`config.mk`:
```
export PLATFORM = sky130hd
export DESIGN_NAME = randomized_marking_cache_replacement
export DESIGN_NICKNAME = d
export VERILOG_FILES = /design/src/sv/rmc_pkg.sv /design/src/sv/randomized_marking_cache_replacement.sv /design/src/sv/rmc_tag_match.sv /design/src/sv/rmc_victim_pick.sv /design/src/sv/rmc_start_gen.sv
export SDC_FILE = /design/constraint.sdc
export NUM_CORES = 2
export LEC_CHECK = 0
export BUFFER_PORTS_ARGS = -buffer_cell sky130_fd_sc_hd__buf_2
export CORE_MARGIN = 5
export CORE_UTILIZATION = 35
export DETAILED_ROUTE_END_ITERATION = 6
export GPL_ROUTABILITY_DRIVEN = 0
export PLACE_DENSITY = 0.59
export SLEW_MARGIN = 20
export SYNTH_ARGS = -nofsm -noshare
export SYNTH_HDL_FRONTEND = slang
export SYNTH_HIERARCHICAL = 1
export SYNTH_SLANG_ARGS = --single-unit
```
`constraint.sdc`:
```
create_clock -name clk_i -period 9 [get_ports clk_i]
set_input_delay 0.45 -clock clk_i [delete_from_list [all_inputs] [get_ports clk_i]]
set_output_delay 0.45 -clock clk_i [all_outputs]
set_load 0.005 [all_outputs]
```
`src/sv/rmc_pkg.sv`:
```
`timescale 1ns / 1ps
`default_nettype none

package rmc_pkg;

  localparam int ENTRIES_DEF  = 16;
  localparam int TAG_BITS_DEF = 32;

  localparam int ID_W       = 32;
  localparam int CAP_W      = 5;
  localparam int SEED_W     = 16;
  localparam int SLOT_W     = 4;
  localparam int MISS_W     = 32;
  localparam int CFG_IDX_W  = 4;
  localparam int CFG_DATA_W = 16;
  localparam int OUT_DATA_W = 72;

  localparam logic [CAP_W-1:0]  CAP_RESET  = 5'd16;
  localparam logic [SEED_W-1:0] SEED_RESET = 16'd1;
  localparam logic [SEED_W-1:0] LFSR_TAPS  = 16'hB400;

  typedef enum logic [CFG_IDX_W-1:0] {
    REG_CAPACITY    = 4'd0,
    REG_RANDOM_SEED = 4'd1
  } cfg_reg_e;

  // result word, hit in bit 0
  typedef struct packed {
    logic              pad;
    logic [MISS_W-1:0] miss_count;
    logic              phase_reset;
    logic [SLOT_W-1:0] slot;
    logic [ID_W-1:0]   victim_id;
    logic              evicted;
    logic              hit;
  } result_t;

  function automatic logic [SEED_W-1:0] lfsr_step(input logic [SEED_W-1:0] s);
    logic [SEED_W-1:0] r;
    r = s >> 1;
    if (s[0]) begin
      r = r ^ LFSR_TAPS;
    end
    return r;
  endfunction

endpackage

`default_nettype wire

```
`src/sv/randomized_marking_cache_replacement.sv`:
```
// Randomized marking replacement over a fully associative tag store.
// Request channel s_axis: tdata carries object_id. Result channel m_axis:
// tdata carries hit, evicted, victim_id, slot, phase_reset, miss_count.
// Configuration channel cfg: index 0 writes capacity, index 1 writes the
// random seed and reloads the victim LFSR at once; cfg_ready_o is always high.
// Write configuration only while no request is in flight.
// Flow: a request is held in the input register; lookup, victim pick and
// state update are combinational from it, and the result is captured in the
// result register when the output is free. Throughput: one request per cycle
// while m_axis_tready is high, set by the combinational tag compare and
// rotating priority pick; the LFSR start slot is computed a step ahead.
// When m_axis_tready is low the result register holds its transaction and
// the input register can still take one more request, then s_axis_tready
// drops until the result is taken.
// Reset clears all valid and mark bits, counters, capacity to 16 and
// the LFSR to 1; no sweep is needed and requests are taken right away.
`timescale 1ns / 1ps
`default_nettype none

module randomized_marking_cache_replacement #(
  parameter int ENTRIES  = rmc_pkg::ENTRIES_DEF,
  parameter int TAG_BITS = rmc_pkg::TAG_BITS_DEF
) (
  input  wire logic                           clk_i,
  input  wire logic                           rst_ni,
  input  wire logic                           s_axis_tvalid,
  output logic                                s_axis_tready,
  input  wire logic [rmc_pkg::ID_W-1:0]       s_axis_tdata,  // object_id
  output logic                                m_axis_tvalid,
  input  wire logic                           m_axis_tready,
  // hit, evicted, victim_id, slot, phase_reset, miss_count, zero pad
  output logic [rmc_pkg::OUT_DATA_W-1:0]      m_axis_tdata,
  input  wire logic                           cfg_valid_i,
  output logic                                cfg_ready_o,
  input  wire logic [rmc_pkg::CFG_IDX_W-1:0]  cfg_index_i,
  input  wire logic [rmc_pkg::CFG_DATA_W-1:0] cfg_data_i
);

  localparam int IDX_W = $clog2(ENTRIES);
  localparam int CNT_W = $clog2(ENTRIES + 1);
  localparam int CMPW  = (CNT_W > rmc_pkg::CAP_W) ? CNT_W : rmc_pkg::CAP_W;
  localparam int ID_W  = rmc_pkg::ID_W;

  logic                        in_valid_q;
  logic [TAG_BITS-1:0]         in_tag_q;
  logic [TAG_BITS+ID_W-1:0]    id_ext;
  logic                        out_valid_q;
  rmc_pkg::result_t            out_q, res;
  logic [rmc_pkg::CAP_W-1:0]   cap_q;
  logic [ENTRIES-1:0]          valid_q, valid_d;
  logic [ENTRIES-1:0]          mark_q, mark_d;
  logic [CNT_W-1:0]            occ_q, occ_d;
  logic [CNT_W-1:0]            mc_q, mc_d;
  logic [rmc_pkg::MISS_W-1:0]  misses_q, misses_d;

  logic                        advance;
  logic [CMPW-1:0]             cap_eff;
  logic                        hit;
  logic [IDX_W-1:0]            hit_idx, free_idx, victim_idx, start, pos;
  logic [TAG_BITS-1:0]         rd_tag;
  logic [TAG_BITS+ID_W-1:0]    rd_ext;
  logic [IDX_W+rmc_pkg::SLOT_W-1:0] pos_ext;
  logic                        pick;
  logic                        ev;
  logic                        phase;
  logic                        seed_load;

  assign advance       = in_valid_q && (!out_valid_q || m_axis_tready);
  assign s_axis_tready = !in_valid_q || advance;
  assign cfg_ready_o   = 1'b1;
  assign seed_load     = cfg_valid_i &&
                         (rmc_pkg::cfg_reg_e'(cfg_index_i) == rmc_pkg::REG_RANDOM_SEED);
  assign id_ext        = {{TAG_BITS{1'b0}}, s_axis_tdata};

  always_comb begin
    cap_eff = CMPW'(cap_q);
    if (cap_q == '0) begin
      cap_eff = CMPW'(1);
    end
    if (cap_eff > CMPW'(ENTRIES)) begin
      cap_eff = CMPW'(ENTRIES);
    end
  end

  rmc_tag_match #(
    .ENTRIES (ENTRIES),
    .TAG_BITS(TAG_BITS)
  ) u_match (
    .clk_i       (clk_i),
    .valid_i     (valid_q),
    .lookup_tag_i(in_tag_q),
    .rd_idx_i    (victim_idx),
    .wr_en_i     (advance && !hit),
    .wr_idx_i    (pos),
    .wr_tag_i    (in_tag_q),
    .hit_o       (hit),
    .hit_idx_o   (hit_idx),
    .free_idx_o  (free_idx),
    .rd_tag_o    (rd_tag)
  );

  rmc_victim_pick #(
    .ENTRIES(ENTRIES)
  ) u_pick (
    .valid_i (valid_q),
    .mark_i  (mark_q),
    .start_i (start),
    .victim_o(victim_idx)
  );

  rmc_start_gen #(
    .ENTRIES(ENTRIES)
  ) u_start (
    .clk_i  (clk_i),
    .rst_ni (rst_ni),
    .load_i (seed_load),
    .seed_i (cfg_data_i[rmc_pkg::SEED_W-1:0]),
    .step_i (advance && pick),
    .start_o(start)
  );

  always_comb begin
    pick     = !hit && (CMPW'(occ_q) >= cap_eff);
    pos      = hit ? hit_idx : (pick ? victim_idx : free_idx);
    ev       = pick && valid_q[pos];
    valid_d  = valid_q;
    mark_d   = mark_q;
    occ_d    = occ_q;
    mc_d     = mc_q;
    misses_d = misses_q;
    if (hit) begin
      if (!mark_q[pos]) begin
        mark_d[pos] = 1'b1;
        mc_d        = mc_q + 1'b1;
      end
    end else begin
      misses_d = misses_q + 1'b1;
      if (ev && mark_q[pos] && (mc_d != '0)) begin
        mc_d = mc_d - 1'b1;
      end
      mc_d         = mc_d + 1'b1;
      valid_d[pos] = 1'b1;
      mark_d[pos]  = 1'b1;
      if (!ev) begin
        occ_d = occ_q + 1'b1;
      end
    end
    phase = (CMPW'(mc_d) >= cap_eff);
    if (phase) begin
      mark_d = '0;
      mc_d   = '0;
    end
  end

  always_comb begin
    rd_ext          = {{ID_W{1'b0}}, rd_tag};
    pos_ext         = {{rmc_pkg::SLOT_W{1'b0}}, pos};
    res             = '0;
    res.hit         = hit;
    res.evicted     = ev;
    res.victim_id   = ev ? rd_ext[ID_W-1:0] : '0;
    res.slot        = pos_ext[rmc_pkg::SLOT_W-1:0];
    res.phase_reset = phase;
    res.miss_count  = misses_d;
  end

  always_ff @(posedge clk_i or negedge rst_ni) begin
    if (!rst_ni) begin
      in_valid_q  <= 1'b0;
      out_valid_q <= 1'b0;
      cap_q       <= rmc_pkg::CAP_RESET;
      valid_q     <= '0;
      mark_q      <= '0;
      occ_q       <= '0;
      mc_q        <= '0;
      misses_q    <= '0;
    end else begin
      if (s_axis_tready) begin
        in_valid_q <= s_axis_tvalid;
      end
      if (advance) begin
        out_valid_q <= 1'b1;
      end else if (m_axis_tready) begin
        out_valid_q <= 1'b0;
      end
      if (cfg_valid_i) begin
        case (rmc_pkg::cfg_reg_e'(cfg_index_i))
          rmc_pkg::REG_CAPACITY: begin
            cap_q <= cfg_data_i[rmc_pkg::CAP_W-1:0];
          end
          default: begin
          end
        endcase
      end
      if (advance) begin
        valid_q  <= valid_d;
        mark_q   <= mark_d;
        occ_q    <= occ_d;
        mc_q     <= mc_d;
        misses_q <= misses_d;
      end
    end
  end

  always_ff @(posedge clk_i) begin
    if (s_axis_tvalid && s_axis_tready) begin
      in_tag_q <= id_ext[TAG_BITS-1:0];
    end
    if (advance) begin
      out_q <= res;
    end
  end

  assign m_axis_tvalid = out_valid_q;
  assign m_axis_tdata  = out_q;

  a_occ_matches_valid: assert property (@(posedge clk_i) disable iff (!rst_ni)
    occ_q == CNT_W'($countones(valid_q)))
    else $error("occupancy out of step with valid bits");

  a_mark_count: assert property (@(posedge clk_i) disable iff (!rst_ni)
    mc_q == CNT_W'($countones(mark_q)))
    else $error("marked count out of step with mark bits");

  a_phase_clears: assert property (@(posedge clk_i) disable iff (!rst_ni)
    (advance && phase) |=> (mark_q == '0))
    else $error("marks not cleared after phase reset");

  a_miss_counts: assert property (@(posedge clk_i) disable iff (!rst_ni)
    (advance && !hit) |=> (misses_q == $past(misses_q) + 1'b1))
    else $error("miss counter did not advance on a miss");

  a_marks_valid: assert property (@(posedge clk_i) disable iff (!rst_ni)
    (mark_q & ~valid_q) == '0)
    else $error("mark set on an invalid entry");

endmodule

`default_nettype wire

```
`src/sv/rmc_tag_match.sv`:
```
`timescale 1ns / 1ps
`default_nettype none

module rmc_tag_match #(
  parameter int ENTRIES  = rmc_pkg::ENTRIES_DEF,
  parameter int TAG_BITS = rmc_pkg::TAG_BITS_DEF
) (
  input  wire logic                       clk_i,
  input  wire logic [ENTRIES-1:0]         valid_i,
  input  wire logic [TAG_BITS-1:0]        lookup_tag_i,
  input  wire logic [$clog2(ENTRIES)-1:0] rd_idx_i,
  input  wire logic                       wr_en_i,
  input  wire logic [$clog2(ENTRIES)-1:0] wr_idx_i,
  input  wire logic [TAG_BITS-1:0]        wr_tag_i,
  output logic                            hit_o,
  output logic [$clog2(ENTRIES)-1:0]      hit_idx_o,
  output logic [$clog2(ENTRIES)-1:0]      free_idx_o,
  output logic [TAG_BITS-1:0]             rd_tag_o
);

  localparam int IDX_W = $clog2(ENTRIES);

  logic [TAG_BITS-1:0] tag_q [ENTRIES];
  logic [ENTRIES-1:0]  match;

  always_ff @(posedge clk_i) begin
    if (wr_en_i) begin
      tag_q[wr_idx_i] <= wr_tag_i;
    end
  end

  always_comb begin
    for (int i = 0; i < ENTRIES; i++) begin
      match[i] = valid_i[i] && (tag_q[i] == lookup_tag_i);
    end
  end

  always_comb begin
    hit_o      = |match;
    hit_idx_o  = '0;
    free_idx_o = '0;
    for (int i = ENTRIES - 1; i >= 0; i--) begin
      if (match[i]) begin
        hit_idx_o = IDX_W'(i);
      end
      if (!valid_i[i]) begin
        free_idx_o = IDX_W'(i);
      end
    end
  end

  assign rd_tag_o = tag_q[rd_idx_i];

endmodule

`default_nettype wire

```
`src/sv/rmc_victim_pick.sv`:
```
`timescale 1ns / 1ps
`default_nettype none

module rmc_victim_pick #(
  parameter int ENTRIES = rmc_pkg::ENTRIES_DEF
) (
  input  wire logic [ENTRIES-1:0]         valid_i,
  input  wire logic [ENTRIES-1:0]         mark_i,
  input  wire logic [$clog2(ENTRIES)-1:0] start_i,
  output logic [$clog2(ENTRIES)-1:0]      victim_o
);

  localparam int IDX_W = $clog2(ENTRIES);
  localparam logic [IDX_W:0] DEPTH = (IDX_W + 1)'(ENTRIES);

  logic [ENTRIES-1:0] cand;
  logic [ENTRIES-1:0] rot;
  logic [IDX_W:0]     sum;
  logic [IDX_W:0]     off;
  logic               found;

  always_comb begin
    cand = valid_i & ~mark_i;
    if (cand == '0) begin
      cand = valid_i;
    end
    // rotate so that the start slot sits at position zero
    for (int i = 0; i < ENTRIES; i++) begin
      sum = {1'b0, start_i} + (IDX_W + 1)'(i);
      if (sum >= DEPTH) begin
        sum = sum - DEPTH;
      end
      rot[i] = cand[sum[IDX_W-1:0]];
    end
    found = |rot;
    off   = '0;
    for (int i = ENTRIES - 1; i >= 0; i--) begin
      if (rot[i]) begin
        off = (IDX_W + 1)'(i);
      end
    end
    sum = {1'b0, start_i} + off;
    if (sum >= DEPTH) begin
      sum = sum - DEPTH;
    end
    victim_o = found ? sum[IDX_W-1:0] : start_i;
  end

endmodule

`default_nettype wire

```
`src/sv/rmc_start_gen.sv`:
```
`timescale 1ns / 1ps
`default_nettype none

module rmc_start_gen #(
  parameter int ENTRIES = rmc_pkg::ENTRIES_DEF
) (
  input  wire logic                       clk_i,
  input  wire logic                       rst_ni,
  input  wire logic                       load_i,
  input  wire logic [rmc_pkg::SEED_W-1:0] seed_i,
  input  wire logic                       step_i,
  output logic [$clog2(ENTRIES)-1:0]      start_o
);

  localparam int IDX_W = $clog2(ENTRIES);
  localparam logic [rmc_pkg::SEED_W-1:0] RST_NEXT = rmc_pkg::lfsr_step(rmc_pkg::SEED_RESET);
  localparam logic [IDX_W-1:0] START_RESET = IDX_W'(RST_NEXT % ENTRIES);

  logic [rmc_pkg::SEED_W-1:0] lfsr_q, lfsr_d;
  logic [rmc_pkg::SEED_W-1:0] ahead;
  logic [IDX_W-1:0]           start_q, start_d;

  always_comb begin
    lfsr_d = lfsr_q;
    if (load_i) begin
      lfsr_d = (seed_i == '0) ? rmc_pkg::SEED_RESET : seed_i;
    end else if (step_i) begin
      lfsr_d = rmc_pkg::lfsr_step(lfsr_q);
    end
    ahead = rmc_pkg::lfsr_step(lfsr_d);
  end

  // start slot for the next pick, kept one step ahead
  if ((1 << IDX_W) == ENTRIES) begin : g_pow2
    assign start_d = ahead[IDX_W-1:0];
  end else begin : g_recip
    localparam int K = rmc_pkg::SEED_W + IDX_W;
    localparam logic [33:0] MREC = 34'(((64'd1 << K) + 64'(ENTRIES) - 64'd1) / 64'(ENTRIES));
    logic [33:0]                prod;
    logic [rmc_pkg::SEED_W-1:0] quo;
    logic [23:0]                qn;
    logic [rmc_pkg::SEED_W-1:0] rem;
    always_comb begin
      prod    = 34'(ahead) * MREC;
      quo     = rmc_pkg::SEED_W'(prod >> K);
      qn      = 24'(quo) * 24'(ENTRIES);
      rem     = ahead - qn[rmc_pkg::SEED_W-1:0];
      start_d = rem[IDX_W-1:0];
    end
  end

  always_ff @(posedge clk_i or negedge rst_ni) begin
    if (!rst_ni) begin
      lfsr_q  <= rmc_pkg::SEED_RESET;
      start_q <= START_RESET;
    end else begin
      lfsr_q  <= lfsr_d;
      start_q <= start_d;
    end
  end

  assign start_o = start_q;

endmodule

`default_nettype wire
```
==> tab_implementation.tex <==
\begin{tabular}{lr}
\hline
Metric & Value \\
\hline
\multicolumn{2}{l}{\textbf{Synthesis}} \\
\quad Cell types occupying the most area after synthesis & edfxtp\_1 49\%, mux4\_2 13\%, xnor2\_1 9.4\% \\
\quad Number of warnings printed during yosys synthesis & 6 \\
\quad Mapped Cells & 2527 \\
\quad Most used flip-flop cell after synthesis & edfxtp\_1 \\
\quad Library cell occupying the most area in the post-synthesis netlist & edfxtp\_1 \\
\quad Ys async rst share & 13.6\% \\
\quad EDFF count, synth & 615 \\
\quad Area of the mapped netlist & 37400 sq um \\
\quad Mean instance size in the synthesized netlist & 14.8 sq um \\
\quad Syn Nets & 2610 \\
\quad Post-synthesis sequential area ratio & 55.9\% \\
\quad Fraction of post-synthesis cell area in the top cell type by area & 49.4\% \\
\quad Count of state elements after synthesis & 712 \\
\quad Number of distinct standard cells referenced by the synthesized netlist & 95 \\
\multicolumn{2}{l}{\textbf{Critical path}} \\
\quad Buffers \& Inverters on Critical Path & 4 \\
\quad Cell family contributing the most delay on the critical path & compound AO/OA/AOI/OAI gates \\
\quad Type of the worst setup path & flop to flop \\
\quad Critical Path Slowest Stage Cell & fa\_1 \\
\quad Worst setup EP type & flop \\
\quad Worst path most repeated cell & nor2b\_1 \\
\quad Crit path max fanout & 9 \\
\quad Maximum single-stage delay on the critical path & 0.55 ns \\
\quad Type of origin of the critical path & flop \\
\quad Worst EP required & 9.57 ns \\
\quad Crit path arrival time & 9.34 ns \\
\multicolumn{2}{l}{\textbf{Cells and area}} \\
\quad Most common cell after layout, fill and taps aside & edfxtp\_1 \\
\quad Count of nets after finishing & 2862 \\
\quad Footprint of the multi-input gates & 15700 sq um \\
\quad Number of fillers in the final layout & 9798 \\
\quad Finished Cell Area & 43400 sq um \\
\quad N\_diodes & 0 \\
\quad Layout overhead on the synthesized area & 16.0\% \\
\quad Commonest non-fill, non-tap cells in the layout & 615 x edfxtp\_1, 402 x xnor2\_1, 210 x mux4\_2, 183 x xor2\_1, 150 x buf\_4 \\
\quad Number of standard cells in the layout, taps in and fillers out & 4249 \\
\quad Layout cells sized above 1 & 25.5\% \\
\quad Register cell area after layout & 20900 sq um \\
\multicolumn{2}{l}{\textbf{STA}} \\
\quad Setup WS post-layout & 0.229 ns \\
\quad Upper clock frequency limit & 114 MHz \\
\quad Setup repair after global routing missed its margin & no \\
\quad Share of the clock period used by the worst path & 97.5\% \\
\quad Worst clock skew & 0.0382 ns \\
\quad Relative slew margins & 22.1\% \\
\quad Final critical path time including I/O delays and setup & 8.77 ns \\
\quad Final hold vios & 0 \\
\quad Slew at the pin with the worst max-slew slack & 1.17 ns \\
\quad Final setup violation count & 0 \\
\quad Number of slew-limit violations in the final report & 0 \\
\multicolumn{2}{l}{\textbf{Job}} \\
\quad Max-cap check violation count & 0 \\
\multicolumn{2}{l}{\textbf{Route}} \\
\quad Routed wire length & 126000 um \\
\quad Final antenna-violating net count & 0 \\
\quad Detailed-routing iteration count for the pre-antenna-repair pass & 7 \\
\quad Drt first-iter violations & 3237 \\
\quad Average wire length per cell after detail routing & 29.6 um \\
\quad Detailed-route DRC error count & 1 \\
\quad Number of vias per cell after detailed routing & 5.74 \\
\quad Vias after detailed routing & 24400 \\
\multicolumn{2}{l}{\textbf{Floorplan}} \\
\quad Die ar. & 113000 sq um \\
\quad Vert. Die Dim & 337 um \\
\quad X dimension of the die & 337 um \\
\quad Ports placed on the boundary & 132 \\
\quad Num rows & 120 \\
\quad Starting density of the core & 35.1\% \\
\quad Area of the placeable core & 107000 sq um \\
\multicolumn{2}{l}{\textbf{Clocking}} \\
\quad Clock latency at the later pin of the worst-skew pair & 0.66 ns \\
\quad Total number of H-tree levels & 3 \\
\quad Number of clock sinks & 712 \\
\quad TritonCTS clock tree & done \\
\quad Clk pin slew, worst setup/hold paths & 0.06 ns \\
\quad Root buffer selected by CTS & clkbuf\_16 \\
\quad CTS Buffer Depth & 3 \\
\quad Cts bufs inserted & 83 \\
\multicolumn{2}{l}{\textbf{Place}} \\
\quad Worst Setup Slack post-DPL & -0.198 ns \\
\quad Cells after DPL & 4059 \\
\quad Estimated wirelength of the detail-placed design & 90900 um \\
\quad Area post-placement & 40200 sq um \\
\quad Quantity of I/O buffers inserted on ports & 129 \\
\multicolumn{2}{l}{\textbf{Hold path}} \\
\quad Class of the tightest hold or removal check & primary input to flop \\
\multicolumn{2}{l}{\textbf{Global route}} \\
\quad Sum of overflow across all layers after global routing & 0 \\
\quad Vias in the first global route & 24300 \\
\quad Pin count of the biggest net entering global routing & 57 \\
\quad Combined global-route utilization of all metal layers & 21.7\% \\
\quad Initial antenna violation count & 6 \\
\quad Wire length of the first global-routing pass & 178000 um \\
\multicolumn{2}{l}{\textbf{Status}} \\
\quad Violations in the final reports & design-rule violations \\
\quad Result of the run & complete, but fails checks \\
\hline
\end{tabular}
==> kinds of logic (layout without fill, tap and decap cells) <==
family	Yosys count	in the layout	synth area share, %
AO/OA/AOI/OAI	207	208	4.13
XOR/XNOR	593	593	14.1
adder cells (fa/ha/maj)	26	26	0.890
buffers and inverters	196	513	2.96
flip-flops	712	712	55.9
multiplexers	252	252	14.1
other	2	2	0.0201
AND/OR/NAND/NOR	539	540	7.97
==> area by class of cell <==
class | count | share of cell area, %
flip-flops and latches | 712 | 48.2
multi-input cells | 1621 | 36.3
clock buffers | 99 | 4.98
repair buffers | 312 | 4.86
well taps | 1403 | 4.05
clock inverters | 53 | 1.21
inverters | 49 | 0.430
==> flip-flops by register name (all words and copies together), names as in the netlist <==
name,cells
in_valid_q,1
u_start/lfsr_q,16
mark_q,16
misses_q,32
mc_q,5
occ_q,5
in_tag_q,32
m_axis_tdata,71
m_axis_tvalid,1
valid_q,16
cap_q,5
u_match/tag_q,512
==> final timing paths <==
kind | from | endpoint | slack (ns) | depth (start not counted)
max in group asynchronous | rst_ni | misses_q[11] | 7.44 | 3
setup reg to reg | valid_q[4] | mc_q[3] | 0.23 | 38
hold / removal | s_axis_tdata[5] | in_tag_q[5] | 0.04 | 1
min in group asynchronous | rst_ni | u_start/lfsr_q[12] | 0.34 | 2
hold reg to reg | misses_q[31] | misses_q[31] | 0.50 | 1
setup / recovery | valid_q[4] | mc_q[3] | 0.23 | 38
==> worst reg2reg max path, delay by kind of cell (launching register included) <==
kind	cells	cell delay, ns
buf+inv	4	0.58
mux	3	1.13
flops	1	0.38
simple gates	14	2.67
compound gates	13	2.72
fa+ha+maj	4	1.23
==> metrics by stage <==
stage                     hold slack (ns)  util (%)  TNS, ns
after global routing               0.0199      40.7        0
after detailed placement            0.483      37.7    -2.68
final                              0.0364      40.7        0
after CTS                         0.00541      40.6        0
after global placement              0.471      37.7  -0.0500
after floorplan                     0.154         -        0
==> routing by layer <==
metal	GRT usage (%)	vias to the layer above	share of wire (%)
met5	0	-	0.014
met2	35.0	1468	47
met4	8.33	2	4.6
met1	29.2	12500	39
met3	4.10	272	9.1
li1	-	10100	-
==> synth_stat cells, types with 4 or more instances <==
cell type,count
a2111oi_2,5
a211oi_1,5
a21boi_0,20
a21o_1,21
a21oi_1,27
a221oi_1,5
a31oi_1,22
and2_1,43
and3_1,15
buf_1,13
buf_2,45
buf_4,23
buf_6,27
clkbuf_1,37
dfrtp_1,95
edfxtp_1,615
ha_1,25
inv_1,40
inv_2,6
mux2_2,9
mux2i_1,25
mux4_1,8
mux4_2,208
nand2_1,91
nand2b_1,15
nand3_1,44
nand3b_1,4
nand4_1,104
nor2_1,82
nor2b_1,19
nor3_1,37
nor4_1,50
nor4_2,4
o211ai_1,5
o21ai_0,33
o21ai_1,21
or4_1,4
xnor2_1,402
xnor2_2,8
xor2_1,183
==> timing repair <==
action / in CTS / in global routing
hold endpoints to repair: 74 / 0
gates cloned: 1 / 1
resized for setup: 7 / 29
hold buffers: 33 / 0
setup endpoints to repair: 16 / 22
setup buffers: 0 / 3
pin swaps: 1 / 12
Power is left out: the tool's default activity adds up to more than one toggle a clock period on the data nets, which glitch-free logic cannot reach.
